## src/dsps_pkg.sv

```systemverilog
// Shared types, constants and a helper function for the dual servo PWM sweep block.
`timescale 1ns / 1ps

package dsps_pkg;

    localparam int WIDTH_BITS  = 9;
    localparam int PERIOD_BITS = 12;
    localparam int TICK_BITS   = 16;
    localparam int CFG_IDX_BITS  = 2;
    localparam int CFG_DATA_BITS = 16;

    localparam logic [WIDTH_BITS-1:0]  WIDTH_MAX   = 9'd511;
    localparam logic [WIDTH_BITS-1:0]  CENTER      = 9'd270;
    localparam logic [PERIOD_BITS-1:0] WIDTH_BASE  = 12'd180;

    // Division by 23 as a multiplication by a scaled reciprocal, exact for 16-bit inputs.
    localparam int DIV_IN_BITS  = 16;
    localparam int DIV_SHIFT    = 21;
    localparam int DIV_MULT_BITS = 17;
    localparam logic [DIV_MULT_BITS-1:0] DIV_MULT = 17'd91181;
    localparam int DIV_PROD_BITS = DIV_IN_BITS + DIV_MULT_BITS;

    localparam logic [PERIOD_BITS-1:0] RST_PWM_PERIOD     = 12'd3600;
    localparam logic [TICK_BITS-1:0]   RST_SWEEP_INTERVAL = 16'd50000;
    localparam logic [WIDTH_BITS-1:0]  RST_SWEEP_LOW      = 9'd180;
    localparam logic [WIDTH_BITS-1:0]  RST_SWEEP_HIGH     = 9'd360;

    typedef enum logic [CFG_IDX_BITS-1:0] {
        CFG_PWM_PERIOD     = 2'd0,
        CFG_SWEEP_INTERVAL = 2'd1,
        CFG_SWEEP_LOW      = 2'd2,
        CFG_SWEEP_HIGH     = 2'd3
    } t_cfg_index;

    typedef enum logic [1:0] {
        ARM_AUTO       = 2'd0,
        ARM_HORIZONTAL = 2'd1,
        ARM_VERTICAL   = 2'd2
    } t_arm;

    typedef struct packed {
        logic [WIDTH_BITS-1:0] live_width;
        logic                  manual_mode;
        logic                  arm_select;
    } t_tick_in;

    typedef struct packed {
        logic                  pwm_horizontal;
        logic                  pwm_vertical;
        logic [WIDTH_BITS-1:0] angle_horizontal;
        logic [WIDTH_BITS-1:0] angle_vertical;
        t_arm                  active_arm;
    } t_result;

    typedef struct packed {
        logic                     valid;
        t_cfg_index               index;
        logic [CFG_DATA_BITS-1:0] data;
    } t_cfg_write;

    function automatic logic [WIDTH_BITS-1:0] dist_from_center(input logic [WIDTH_BITS-1:0] w);
        logic [WIDTH_BITS-1:0] d;
        if (w >= CENTER) begin
            d = w - CENTER;
        end else begin
            d = CENTER - w;
        end
        return d;
    endfunction

endpackage

```

## src/dsps_width_map.sv

```systemverilog
// Maps a converter sample to a servo pulse width, sample / 23 + 180 saturated at 511.
`timescale 1ns / 1ps

module dsps_width_map #(
    parameter int SAMPLE_BITS = 12
) (
    input  logic [SAMPLE_BITS-1:0]           i_sample,
    output logic [dsps_pkg::WIDTH_BITS-1:0]  o_width
);

    logic [dsps_pkg::DIV_IN_BITS-1:0]   sample_ext;
    logic [dsps_pkg::DIV_PROD_BITS-1:0] product;
    logic [dsps_pkg::PERIOD_BITS-1:0]   quotient;
    logic [dsps_pkg::PERIOD_BITS-1:0]   width_full;

    assign sample_ext = dsps_pkg::DIV_IN_BITS'(i_sample);
    assign product    = dsps_pkg::DIV_PROD_BITS'(sample_ext)
                      * dsps_pkg::DIV_PROD_BITS'(dsps_pkg::DIV_MULT);
    assign quotient   = product[dsps_pkg::DIV_SHIFT +: dsps_pkg::PERIOD_BITS];
    assign width_full = quotient + dsps_pkg::WIDTH_BASE;

    always_comb begin
        if (width_full > dsps_pkg::PERIOD_BITS'(dsps_pkg::WIDTH_MAX)) begin
            o_width = dsps_pkg::WIDTH_MAX;
        end else begin
            o_width = width_full[dsps_pkg::WIDTH_BITS-1:0];
        end
    end

endmodule

```

## src/dsps_tick_core.sv

```systemverilog
// Configuration registers, period and sweep counters, held widths and the per-tick result.
`timescale 1ns / 1ps

module dsps_tick_core (
    input  logic                 i_clk,
    input  logic                 i_rst_n,
    input  dsps_pkg::t_cfg_write i_cfg,
    input  logic                 i_advance,
    input  dsps_pkg::t_tick_in   i_tick,
    output dsps_pkg::t_result    o_result
);

    logic [dsps_pkg::PERIOD_BITS-1:0] r_pwm_period;
    logic [dsps_pkg::TICK_BITS-1:0]   r_sweep_interval;
    logic [dsps_pkg::WIDTH_BITS-1:0]  r_sweep_low;
    logic [dsps_pkg::WIDTH_BITS-1:0]  r_sweep_high;

    logic [dsps_pkg::PERIOD_BITS-1:0] r_period_count, n_period_count;
    logic [dsps_pkg::TICK_BITS-1:0]   r_tick_count, n_tick_count;
    logic [dsps_pkg::WIDTH_BITS-1:0]  r_sweep_width, n_sweep_width;
    logic                             r_descending, n_descending;
    logic [dsps_pkg::WIDTH_BITS-1:0]  r_held_h, n_held_h;
    logic [dsps_pkg::WIDTH_BITS-1:0]  r_held_v, n_held_v;
    logic [dsps_pkg::WIDTH_BITS-1:0]  r_angle_h, n_angle_h;
    logic [dsps_pkg::WIDTH_BITS-1:0]  r_angle_v, n_angle_v;

    logic [dsps_pkg::PERIOD_BITS-1:0] pc;
    logic [dsps_pkg::TICK_BITS-1:0]   tc;
    logic [dsps_pkg::WIDTH_BITS-1:0]  width_h;
    logic [dsps_pkg::WIDTH_BITS-1:0]  width_v;
    logic [dsps_pkg::WIDTH_BITS-1:0]  live_angle;
    logic [dsps_pkg::WIDTH_BITS-1:0]  sweep_angle;
    dsps_pkg::t_arm                   arm;

    assign live_angle  = dsps_pkg::dist_from_center(i_tick.live_width);
    assign sweep_angle = dsps_pkg::dist_from_center(r_sweep_width);

    always_comb begin
        pc = r_period_count;
        tc = r_tick_count;
        if (r_pwm_period != '0 && pc >= r_pwm_period) begin
            pc = '0;
        end
        if (r_sweep_interval != '0 && tc >= r_sweep_interval) begin
            tc = '0;
        end

        n_sweep_width = r_sweep_width;
        n_descending  = r_descending;
        n_held_h      = r_held_h;
        n_held_v      = r_held_v;
        n_angle_h     = r_angle_h;
        n_angle_v     = r_angle_v;

        if (i_tick.manual_mode) begin
            if (i_tick.arm_select) begin
                n_held_h  = i_tick.live_width;
                n_angle_h = live_angle;
                arm       = dsps_pkg::ARM_HORIZONTAL;
            end else begin
                n_held_v  = i_tick.live_width;
                n_angle_v = live_angle;
                arm       = dsps_pkg::ARM_VERTICAL;
            end
            width_h = n_held_h;
            width_v = n_held_v;
        end else begin
            width_h   = r_sweep_width;
            width_v   = r_sweep_width;
            n_angle_h = sweep_angle;
            n_angle_v = sweep_angle;
            arm       = dsps_pkg::ARM_AUTO;
            if (r_sweep_width >= r_sweep_high) begin
                n_descending = 1'b1;
            end else if (r_sweep_width <= r_sweep_low) begin
                n_descending = 1'b0;
            end
            if (tc == '0) begin
                if (n_descending) begin
                    if (r_sweep_width != '0) begin
                        n_sweep_width = r_sweep_width - 1'b1;
                    end
                end else begin
                    if (r_sweep_width != dsps_pkg::WIDTH_MAX) begin
                        n_sweep_width = r_sweep_width + 1'b1;
                    end
                end
            end
        end

        n_period_count = pc + 1'b1;
        n_tick_count   = tc + 1'b1;

        o_result.pwm_horizontal   = pc < dsps_pkg::PERIOD_BITS'(width_h);
        o_result.pwm_vertical     = pc < dsps_pkg::PERIOD_BITS'(width_v);
        o_result.angle_horizontal = n_angle_h;
        o_result.angle_vertical   = n_angle_v;
        o_result.active_arm       = arm;
    end

    always_ff @(posedge i_clk) begin
        if (!i_rst_n) begin
            r_pwm_period     <= dsps_pkg::RST_PWM_PERIOD;
            r_sweep_interval <= dsps_pkg::RST_SWEEP_INTERVAL;
            r_sweep_low      <= dsps_pkg::RST_SWEEP_LOW;
            r_sweep_high     <= dsps_pkg::RST_SWEEP_HIGH;
        end else if (i_cfg.valid) begin
            case (i_cfg.index)
                dsps_pkg::CFG_PWM_PERIOD: begin
                    r_pwm_period <= i_cfg.data[dsps_pkg::PERIOD_BITS-1:0];
                end
                dsps_pkg::CFG_SWEEP_INTERVAL: begin
                    r_sweep_interval <= i_cfg.data[dsps_pkg::TICK_BITS-1:0];
                end
                dsps_pkg::CFG_SWEEP_LOW: begin
                    r_sweep_low <= i_cfg.data[dsps_pkg::WIDTH_BITS-1:0];
                end
                dsps_pkg::CFG_SWEEP_HIGH: begin
                    r_sweep_high <= i_cfg.data[dsps_pkg::WIDTH_BITS-1:0];
                end
                default: begin
                    r_pwm_period <= r_pwm_period;
                end
            endcase
        end
    end

    always_ff @(posedge i_clk) begin
        if (!i_rst_n) begin
            r_period_count <= '0;
            r_tick_count   <= '0;
            r_sweep_width  <= dsps_pkg::RST_SWEEP_LOW;
            r_descending   <= 1'b0;
            r_held_h       <= '0;
            r_held_v       <= '0;
            r_angle_h      <= '0;
            r_angle_v      <= '0;
        end else if (i_advance) begin
            r_period_count <= n_period_count;
            r_tick_count   <= n_tick_count;
            r_sweep_width  <= n_sweep_width;
            r_descending   <= n_descending;
            r_held_h       <= n_held_h;
            r_held_v       <= n_held_v;
            r_angle_h      <= n_angle_h;
            r_angle_v      <= n_angle_v;
        end
    end

endmodule

```

## src/dual_servo_pwm_sweep.sv

```systemverilog
// Top level of the dual servo PWM generator with manual control and automatic sweep.
//
//  Channel   Direction  Handshake                     Contents
//  s_axis    in         s_axis_tvalid/s_axis_tready   one timer tick: sample, mode, arm
//  m_axis    out        m_axis_tvalid/m_axis_tready   PWM levels, angles, active arm
//  cfg       in         i_cfg_valid/o_cfg_ready       register index and write data
//
// One tick is taken per cycle unless m_axis stalls; results leave the output register.
// The width map sits before the input register and the tick logic before the output register.
// A stalled output holds its result while one more tick waits in the input register.
// Reset restores the register defaults and clears all counters and held widths.
`timescale 1ns / 1ps

module dual_servo_pwm_sweep #(
    parameter int SAMPLE_BITS = 12
) (
    input  logic                                 i_clk,
    input  logic                                 i_rst_n,
    input  logic                                 s_axis_tvalid,
    output logic                                 s_axis_tready,
    // adc_sample
    input  logic [((SAMPLE_BITS+7)/8)*8-1:0]     s_axis_tdata,
    // manual_mode, arm_select
    input  logic [1:0]                           s_axis_tuser,
    output logic                                 m_axis_tvalid,
    input  logic                                 m_axis_tready,
    // pwm_horizontal, pwm_vertical, angle_horizontal, angle_vertical
    output logic [23:0]                          m_axis_tdata,
    // active_arm
    output logic [1:0]                           m_axis_tuser,
    input  logic                                 i_cfg_valid,
    output logic                                 o_cfg_ready,
    input  logic [dsps_pkg::CFG_IDX_BITS-1:0]    i_cfg_index,
    input  logic [dsps_pkg::CFG_DATA_BITS-1:0]   i_cfg_data
);

    logic                         r_in_valid;
    dsps_pkg::t_tick_in           r_in_tick;
    logic                         r_out_valid;
    dsps_pkg::t_result            r_out_result;

    logic [dsps_pkg::WIDTH_BITS-1:0] live_width;
    logic                            out_ready;
    logic                            advance;
    logic                            in_take;
    dsps_pkg::t_cfg_write            cfg_write;
    dsps_pkg::t_result               result;

    assign out_ready     = !r_out_valid || m_axis_tready;
    assign advance       = r_in_valid && out_ready;
    assign s_axis_tready = !r_in_valid || out_ready;
    assign in_take       = s_axis_tvalid && s_axis_tready;
    assign o_cfg_ready   = 1'b1;

    assign cfg_write.valid = i_cfg_valid;
    assign cfg_write.index = dsps_pkg::t_cfg_index'(i_cfg_index);
    assign cfg_write.data  = i_cfg_data;

    dsps_width_map #(
        .SAMPLE_BITS (SAMPLE_BITS)
    ) u_width_map (
        .i_sample (s_axis_tdata[SAMPLE_BITS-1:0]),
        .o_width  (live_width)
    );

    dsps_tick_core u_tick_core (
        .i_clk     (i_clk),
        .i_rst_n   (i_rst_n),
        .i_cfg     (cfg_write),
        .i_advance (advance),
        .i_tick    (r_in_tick),
        .o_result  (result)
    );

    always_ff @(posedge i_clk) begin
        if (!i_rst_n) begin
            r_in_valid <= 1'b0;
        end else if (s_axis_tready) begin
            r_in_valid <= s_axis_tvalid;
        end
    end

    always_ff @(posedge i_clk) begin
        if (in_take) begin
            r_in_tick.live_width  <= live_width;
            r_in_tick.manual_mode <= s_axis_tuser[0];
            r_in_tick.arm_select  <= s_axis_tuser[1];
        end
    end

    always_ff @(posedge i_clk) begin
        if (!i_rst_n) begin
            r_out_valid <= 1'b0;
        end else if (out_ready) begin
            r_out_valid <= r_in_valid;
        end
    end

    always_ff @(posedge i_clk) begin
        if (advance) begin
            r_out_result <= result;
        end
    end

    assign m_axis_tvalid = r_out_valid;
    assign m_axis_tdata  = {4'b0000,
                            r_out_result.angle_vertical,
                            r_out_result.angle_horizontal,
                            r_out_result.pwm_vertical,
                            r_out_result.pwm_horizontal};
    assign m_axis_tuser  = r_out_result.active_arm;

endmodule
```

## config.mk

```make
export PLATFORM = sky130hd
export DESIGN_NAME = dual_servo_pwm_sweep
export DESIGN_NICKNAME = d
export VERILOG_FILES = /design/src/dsps_pkg.sv /design/src/dsps_width_map.sv /design/src/dsps_tick_core.sv /design/src/dual_servo_pwm_sweep.sv
export SDC_FILE = /design/constraint.sdc
export NUM_CORES = 1
export LEC_CHECK = 0
export BUFFER_PORTS_ARGS = -buffer_cell sky130_fd_sc_hd__clkbuf_2
export CAP_MARGIN = 25
export CORE_MARGIN = 10
export CORE_UTILIZATION = 50
export CTS_CLUSTER_DIAMETER = 150
export DETAILED_ROUTE_END_ITERATION = 12
export GPL_TIMING_DRIVEN = 0
export PLACE_DENSITY = 0.78
export SYNTH_ARGS = -nofsm -noshare
export SYNTH_HDL_FRONTEND = slang
export SYNTH_HIERARCHICAL = 1
export SYNTH_SLANG_ARGS = --single-unit
```

## constraint.sdc

```tcl
create_clock -name i_clk -period 15.4 [get_ports i_clk]
set_clock_uncertainty 0.2 [all_clocks]
set_input_delay 1.54 -clock i_clk [delete_from_list [all_inputs] [get_ports i_clk]]
set_output_delay 1.54 -clock i_clk [all_outputs]
set_load 0.01 [all_outputs]
```

# Word-level counts from Yosys, hierarchy flattened
# Index checks and enable logic that the tools add are counted.
# classes
n_addsub	9
eq_ne	5
n_reduce_logical	21
bitwise_logic	1
n_mux	19
n_mul	1
magnitude_cmp	9
# op_table
op	n
2-to-1 mux 9 bit	13
multiplier 12 x 17 -> 29 bit, second input constant	1
< comparator 12 x 9 -> 1 bit	2
>= comparator 9 bit, second input constant	2
subtractor 9 bit, first input constant	2
subtractor 9 bit, second input constant	2
adder 16 x 1 -> 16 bit, second input constant	1
>= comparator 16 bit	1
logical NOT 16 bit	1
2-to-1 mux 16 bit	1
nonzero test 16 bit	1
adder 12 x 1 -> 12 bit, second input constant	1
adder 12 x 8 -> 12 bit, second input constant	1
>= comparator 12 bit	1
greater-than comparator 12 x 9 -> 1 bit, second input constant	1
2-to-1 mux 12 bit	1
AND reduction 2 bit	6
nonzero test 12 bit	1
adder 9 x 1 -> 9 bit, second input constant	1
>= comparator 9 bit	1
<= comparator 9 bit	1
!= test 9 bit, second input constant	1
nonzero test 9 bit	1
subtractor 9 x 1 -> 9 bit, second input constant	1
other kinds (12)	20
# totals
elab_cells	87
reg_bits	155
output_inout_bits	29

# Depth between registers and ports, before layout
# Gate-level depths: netlist of run 1.
# logic_depth
word_depth	6
depth_mapped	21

# Hierarchy
# The synthesis of run 1 kept the hierarchy.
# modules_own_cells
mod	instances	area_per_inst_um2	cells_per_inst	seq_area_each_um2
dsps_tick_core	1	8191.6	1081	2402.3
dsps_width_map	1	3170.5	361	0.0
dual_servo_pwm_sweep	1	1139.8	49	1031.0

# Worst setup path before layout of run 1
# OpenSTA, ideal clock, no wires.
# synth_timing
kind	in2reg
startpoint	input s_axis_tdata[9]
endpoint	register r_in_tick[10] (netlist name), data pin
setup_slack_ns	8.825
n_path_buf	0
arrival_ns	6.116
required_ns	14.941
cell_stages	20
path_cell_list	ha_1 inv_1 fa_1 inv_1 fa_1 fa_1 inv_1 fa_1 inv_1 ha_1 a21o_1 a21oi_1 o21bai_1 a221o_2 xor2_4 ha_1 nor2_1 and2_4 a21oi_1 a211o_1
# synth_via
elab_chain_len	3
# synth_lines
element	line_no	source
start, declared	dual_servo_pwm_sweep.sv:22	input logic [((SAMPLE_BITS+7)/8)*8-1:0] s_axis_tdata,
multiplier 12 x 17 -> 29 bit *	dsps_width_map.sv:18	* dsps_pkg::DIV_PROD_BITS'(dsps_pkg::DIV_MULT);
adder 12 x 8 -> 12 bit *	dsps_width_map.sv:20	assign width_full = quotient + dsps_pkg::WIDTH_BASE;
greater-than comparator 12 x 9 -> 1 bit	dsps_width_map.sv:23	if (width_full > dsps_pkg::PERIOD_BITS'(dsps_pkg::WIDTH_MAX)) begin
end, declared	dual_servo_pwm_sweep.sv:38	dsps_pkg::t_tick_in r_in_tick;
# Every way passes the cells marked *; elsewhere a longest branch is shown, timed or not.
# A chain may end at the register's enable or synchronous reset.

# Worst setup path after layout of run 1
# layout_timing
startpoint	input s_axis_tdata[10]
endpoint	register r_in_tick[10] (netlist name), data pin
# Same word-level chain as after synthesis.

==> results by group, run 1 <==
Outcome
  • Outcome: finished, final reports clean

Detailed routing
  • Vias: between 10k and 15k
  • Remaining DRCs: 0
  • Drt first pass iters: 5
  • Initial DRC count: 951
  • Wire per inst: 16.5 microns
  • Antenna violation net count after detailed routing: 0
  • Routed vias/inst: 5.80
  • WL final: around 32000 microns

Clock tree
  • CTS-repair resized insts: 0
  • Postcts setup bufs: 0
  • Total CTS buffers: 17
  • Hold buffer count at CTS: 0
  • CTS tree: done
  • Sink Count: 155
  • Clock transition at the registers of the reported paths: 0.06 ns
  • Clock root cell: clkbuf_16
  • CTS max path bufs: 2
  • Clock latency at the later pin of the worst-skew pair: 0.43 ns
  • Htree depth: 4

Yosys
  • Number of synthesized flops with an enable pin: 33
  • Async set-reset flop share out of synthesis: 0%
  • Netlist cell types: 90
  • Synthesized area: between 0.01 and 0.015 sq mm
  • Synth Area in Adders: 23.6%
  • Post-synthesis compound-gate area fraction: 18.1%
  • Top cells by area, synth: dfxtp_1, ha_1, edfxtp_1
  • Mux share of post-synthesis cell area: 2.33%
  • Synth area leader: dfxtp_1
  • Main combinational cell family by area after synthesis: adder cells
  • Count leader, synth: nand2_1
  • Post-Synth XOR/XNOR Area: between 2 and 2.5%
  • Mapped Cells: 1491
  • Synth Area in Simple Gates: between 15 and 20%
  • Primary FF master, synth: dfxtp_1
  • Register bit count reported by yosys: 155
  • Share of the synthesized area in the top cell type: around 20%
  • Synth cell count leaders: nand2_1, inv_1, ha_1
  • Post-synthesis sequential area ratio: 27.5%
  • Mean Syn Cell Area: approximately 8.4 sq um
  • Ys Warns: 6

Timing
  • Slew of the pin with the lowest slew margin: 0.801 ns
  • Final setup margin: 8.79 ns
  • Final hold viol count: 0
  • RSZ-0062 raised after global routing: no
  • Setup-failing EPs final: 0
  • Slew Limit Headroom: 46.6%
  • Fmax: between 150 and 200 MHz
  • Final period util: 42.9%
  • Final Max Slew Viols: 0
  • Setup TNS: 0 ns
  • Min Tclk post-route: 6.61 ns
  • Hold WS: 0.256 ns

Final layout
  • N_diodes: 0
  • Fillers: 2164
  • Share of cells above drive strength 1: around a tenth
  • Fin nets: around 1.8k
  • Area grow syn2layout: 10.8%
  • Fin util: 56.6%

Floorplan
  • Starting density of the core: 51.1%
  • Die width: 178 microns
  • Die Y: 178 microns
  • Die area: roughly 0.032 sq mm
  • Boundary Pins: 70
  • Row Count: between 50 and 60
  • Core area: ~0.024 sq mm

GRT
  • Pin count of the biggest net entering global routing: 22
  • Initial antenna violation count: 0
  • All-layer global routing usage: 20.2%
  • Vias in the first global route: 10.9k
  • First-pass GRT wire length: 53000 microns
  • Grt total ovfl: 0

Worst setup path
  • Arr. time, crit path: approximately 6.6 ns
  • Worst Path Required: 15.37 ns
  • Crit path kind: input port to flip-flop
  • Worst-path maximum fanout: 5
  • CP endpoint kind: flip-flop
  • CP startpoint kind: input port
  • Reg2reg path depth: 15

Min path
  • Hold WC Path Type: flip-flop to flip-flop
  • Hold Path Cell Cnt: 2

Placement
  • PortBufs: 60
  • Placer Congestion: a little under 0.9
  • Worst slack, placed: around 8.3 ns
  • DPL Wire Length: 24800 microns

Power
  • Leak: ~6.2 nW
  • Total power: between 1.5 and 2 mW
  • PD cells: roughly 130 mW/mm^2
  • Max IR drop VDD: 0.0840 mV

Run
  • Max_cap viols: 0
[through the flow]
step,instances,area (sq um)
final,1913,13900
after global routing,1913,13900
after CTS,1912,13800
after detailed placement,1880,13200
after global placement,1878,13200
after floorplan,1494,12500
[logic make-up (layout without fill, tap and decap cells)]
logic type | Yosys count | in the layout
AOI/OAI and AO/OA | 349 | 349
xor gates and xnor gates | 30 | 30
adders and majority gates | 211 | 211
buffers and inverters | 244 | 339
DFF | 155 | 155
muxes | 29 | 29
other | 2 | 5
and+or+nand+nor | 471 | 471
[layout by cell type (no fill, tap or decap), drive strengths merged, types with 7 or more instances in the layout]
| cell type | instances |
|---|---|
| o211ai | 31 |
| o31ai | 8 |
| xor2 | 12 |
| a21boi | 8 |
| dfxtp | 122 |
| fa | 42 |
| nand2 | 187 |
| and2 | 7 |
| nand4 | 23 |
| edfxtp | 33 |
| nor2b | 27 |
| o21ai | 85 |
| a21oi | 119 |
| ha | 169 |
| or3 | 16 |
| nor3 | 21 |
| nor4 | 13 |
| o21a | 10 |
| a31oi | 9 |
| and3 | 15 |
| inv | 183 |
| nand3 | 47 |
| xnor2 | 18 |
| a21o | 15 |
| nor2 | 77 |
| buf | 26 |
| a211oi | 17 |
| clkbuf | 124 |
| mux2i | 28 |
| nand2b | 17 |
[critical path, stage by stage]
cell and delay (ns):
clkbuf_2 0.14, ha_1 0.32, inv_1 0.05, fa_1 0.48, inv_1 0.05, fa_1 0.47
fa_1 0.51, inv_1 0.05, fa_1 0.52, inv_1 0.04, ha_1 0.32, a21o_1 0.20
a21oi_1 0.30, a31oi_1 0.17, or3_1 0.36, and2_1 0.17, ha_1 0.21, nor2_1 0.11
and2_4 0.17, a21oi_1 0.06, a211o_1 0.31
[sequential cells by signal (all words and copies together) (netlist names)]
name,count
u_tick_core/r_sweep_high,9
u_tick_core/r_held_h,9
u_tick_core/r_angle_h,9
u_tick_core/r_pwm_period,12
m_axis_tuser,2
m_axis_tdata,20
r_in_tick,11
u_tick_core/r_held_v,9
u_tick_core/r_sweep_width,9
u_tick_core/r_angle_v,9
m_axis_tvalid,1
u_tick_core/r_sweep_low,9
u_tick_core/r_descending,1
u_tick_core/r_period_count,12
u_tick_core/r_tick_count,16
u_tick_core/r_sweep_interval,16
r_in_valid,1
[layer usage]
layer / track usage, % / share of wire (%) / vias up
met5: 0 / 0 / -
met4: 5.90 / 1.9 / 0
met3: 3.02 / 6.7 / 43
met2: 34.2 / 48 / 391
met1: 26.1 / 43 / 5275
li1: - / - / 5379
[final timing paths]
kind,startpoint,end,slack [ns]
worst min-delay path,u_tick_core/r_held_v[2]$_SDFFE_PN0P_,u_tick_core/r_held_v[2]$_SDFFE_PN0P_,0.26
worst max register to register,u_tick_core/r_sweep_width[0]$_SDFFE_PN0P_,u_tick_core/r_sweep_width[8]$_SDFFE_PN0P_,11.13
worst max-delay path,s_axis_tdata[10],r_in_tick[10]$_DFFE_PP_,8.79
worst min register to register,u_tick_core/r_held_v[2]$_SDFFE_PN0P_,u_tick_core/r_held_v[2]$_SDFFE_PN0P_,0.26
[report_power, final]
part	total [mW]	switching, mW	internal [mW]
sequential	0.497	0.0300	0.467
combinational	0.851	0.511	0.340
clock	0.431	0.185	0.245
[area by class of cell]
cell class / count / area (sq um) / area share (%)
repair buffers: 63 / 328 / 2.37
plain buffers: 70 / 310 / 2.24
multi-input cells: 1095 / 8120 / 58.6
inverters: 174 / 653 / 4.72
well taps: 324 / 405 / 2.93
clock inverters: 15 / 178 / 1.28
flip-flops and latches: 155 / 3430 / 24.8
clock buffers: 17 / 425 / 3.07
Power figures use the tool's default switching activity.
==> run 2: changes to the inputs <==
--- a/config.mk
+++ b/config.mk
@@ -12,7 +12,7 @@
 export CTS_CLUSTER_DIAMETER = 150
 export DETAILED_ROUTE_END_ITERATION = 12
 export GPL_TIMING_DRIVEN = 0
-export PLACE_DENSITY = 0.78
+export PLACE_DENSITY = 0.81
 export SYNTH_ARGS = -nofsm -noshare
 export SYNTH_HDL_FRONTEND = slang
 export SYNTH_HIERARCHICAL = 1
==> constraint.sdc (replaced) <==
create_clock -name i_clk -period 5.5 [get_ports i_clk]
set_clock_uncertainty 0.2 [all_clocks]
set_input_delay 0.55 -clock i_clk [delete_from_list [all_inputs] [get_ports i_clk]]
set_output_delay 0.55 -clock i_clk [all_outputs]
set_load 0.01 [all_outputs]
==> run 2 against run 1 <==
Effect of this change:
- power increased to 2.9 times the previous value
- worst hold slack got worse by 0.16 ns
- combinational power increased to 3.0 times the previous value
- count of clock-buffer cells in the layout up 2
- sequential power increased to 2.8 times the previous value
- critical endpoint unchanged
- largest cell class unchanged
==> results by group, run 2 (synthesized netlist as in run 1, its figures left out) <==
Outcome
  • Outcome: finished, final reports clean

Worst setup path
  • Reg2reg path depth: 15
  • Crit path kind: input port to flip-flop
  • Reg2reg setup slack: about 1.1 ns
  • CP startpoint kind: input port
  • Arr. time, crit path: 5.28 ns
  • CP endpoint kind: flip-flop
  • FF-to-FF End: u_tick_core/r_sweep_width[8]$_SDFFE_PN0P_
  • Worst Path Required: roughly 5.5 ns
  • Worst-path maximum fanout: 5
  • Reg-to-Reg Start: u_tick_core/r_sweep_width[0]$_SDFFE_PN0P_

Final layout
  • Fin util: about 57%
  • Share of cells above drive strength 1: 10.1%
  • Leading cell types in the layout, fill and taps excluded: nand2_1, inv_1, ha_1, dfxtp_1, a21oi_1
  • Area grow syn2layout: 11.7%
  • N_diodes: 0
  • Max reg flops: 20
  • Commonest non-fill, non-tap cell in the layout: nand2_1
  • Fin nets: 1830
  • Non-filler cells, final: 1915

Timing
  • Slew Limit Headroom: 45.7%
  • Final Max Slew Viols: 0
  • Final period util: 96.4%
  • Min Tclk post-route: approximately 5.3 ns
  • Final hold viol count: 0
  • Fmax: 189 MHz
  • Setup-failing EPs final: 0
  • Slew of the pin with the lowest slew margin: slightly above 0.8 ns

Clock tree
  • Clock latency at the later pin of the worst-skew pair: 0.43 ns
  • Clock root cell: clkbuf_16
  • Clock transition at the registers of the reported paths: 0.06 ns
  • Sink Count: 155
  • CTS tree: done
  • CTS max path bufs: 2
  • Htree depth: 4
  • Hold buffer count at CTS: 0
  • Total CTS buffers: 17

Placement
  • Placed cells: 1879
  • PortBufs: 60
  • Placer Congestion: 0.913
  • DPL Wire Length: 25100 microns

Detailed routing
  • Vias: 11.1k
  • WL final: 32000 microns
  • Initial DRC count: 940
  • Remaining DRCs: 0
  • Routed vias/inst: 5.77
  • Drt first pass iters: 5
  • Wire per inst: 16.7 microns
  • Antenna violation net count after detailed routing: 0

GRT
  • Pin count of the biggest net entering global routing: 22
  • First-pass GRT wire length: 52300 microns
  • Vias in the first global route: 10.7k
  • Grt total ovfl: 0
  • All-layer global routing usage: about a fifth
  • Initial antenna violation count: 0

Floorplan
  • Die area: 0.0317 sq mm
  • Core area: 0.0245 sq mm
  • Boundary Pins: 70
  • Die width: 178 microns
  • Die Y: roughly 180 microns
  • Row Count: 57
  • Starting density of the core: 51.1%

Power
  • Total power: 5.11 mW
  • Leak: 6.17 nW
  • Max IR drop VDD: roughly 0.24 mV
  • PD cells: 366 mW/mm^2

Min path
  • Hold Path Cell Cnt: 1
  • Hold path endpoint: r_in_tick[1]$_DFFE_PP_
  • Hold WC Path Type: input port to flip-flop
  • Hold Path Origin: s_axis_tuser[0]

Run
  • Max_cap viols: 0
run 2: changes by cell type in the layout (fill, tap and decap cells not counted), moves of 3 or more:
cell / delta
inv_8: -4
clkbuf_2: -3
ha_4: +5
ha_1: -6
run 2: layout make-up:
type / instances / area, sq um
fillers: 2153 / 10500
multi-input cells: 1095 / 8220
flip-flops and latches: 155 / 3430
inverters: 174 / 653
clock buffers: 19 / 433
well taps: 324 / 405
repair buffers: 65 / 348
plain buffers: 70 / 310
clock inverters: 13 / 164
run 2: per-layer routing:
layer / vias up / part of all wire, % / track usage (%)
met5: - / 0 / 0
met3: 60 / 6.8 / 3.07
met4: 0 / 1.9 / 6.18
met1: 5246 / 42 / 25.2
met2: 386 / 49 / 34.4
li1: 5361 / - / -
run 2: how the worst max path moves through the flow:
| stage | start | end | slack, ns | cells after the start |
|---|---|---|---|---|
| global route | s_axis_tdata[3] | r_in_tick[10]$_DFFE_PP_ | -0.01 | 20 |
| detailed placement | s_axis_tdata[9] | r_in_tick[10]$_DFFE_PP_ | -0.47 | 21 |
| CTS | s_axis_tdata[9] | r_in_tick[10]$_DFFE_PP_ | 0.009 | 21 |
| global placement | s_axis_tdata[3] | r_in_tick[10]$_DFFE_PP_ | -0.37 | 20 |
| finish | s_axis_tdata[3] | r_in_tick[10]$_DFFE_PP_ | 0.20 | 20 |
| floorplan | s_axis_tdata[9] | r_in_tick[10]$_DFFE_PP_ | 0.004 | 20 |
run 2: power by group:
group          internal [mW]  switching [mW]  leakage [nW]
logic                   1.02            1.50          4.58
registers               1.31          0.0836          1.30
clock network          0.718           0.485         0.292
run 2: timing repair:
item / CTS / global route
pin swaps: 2 / 10
endpoints found under the setup margin: 1 / 2
cloned: 0 / 0
buffers inserted: 0 / 2
gates resized for setup: 1 / 15
run 2: metrics by stage:
stage | TNS [ns] | instance area (sq um) | setup WS [ns] | hold slack, ns
2_1_floorplan | 0 | 12500 | 0.00370 | 0.233
3_3_place_gp | -0.561 | 13200 | -0.368 | 0.240
3_5_place_dp | -0.860 | 13200 | -0.467 | 0.246
4_1_cts | 0 | 13800 | 0.00898 | 0.0839
5_1_grt | -0.00972 | 14000 | -0.00972 | 0.0930
6_report | 0 | 14000 | 0.197 | 0.0934
run 2: critical path: stages:
cell and delay [ns]:
clkbuf_4 0.17, ha_4 0.26, ha_1 0.32, ha_1 0.30, fa_1 0.51, inv_1 0.06
fa_1 0.53, inv_1 0.07, ha_4 0.24, a211oi_2 0.30, nor2_1 0.11, o31ai_2 0.30
a31oi_1 0.15, or3_1 0.39, and2_1 0.20, ha_4 0.17, nor2_2 0.12, and2_4 0.17
a21oi_1 0.06, a211o_1 0.29
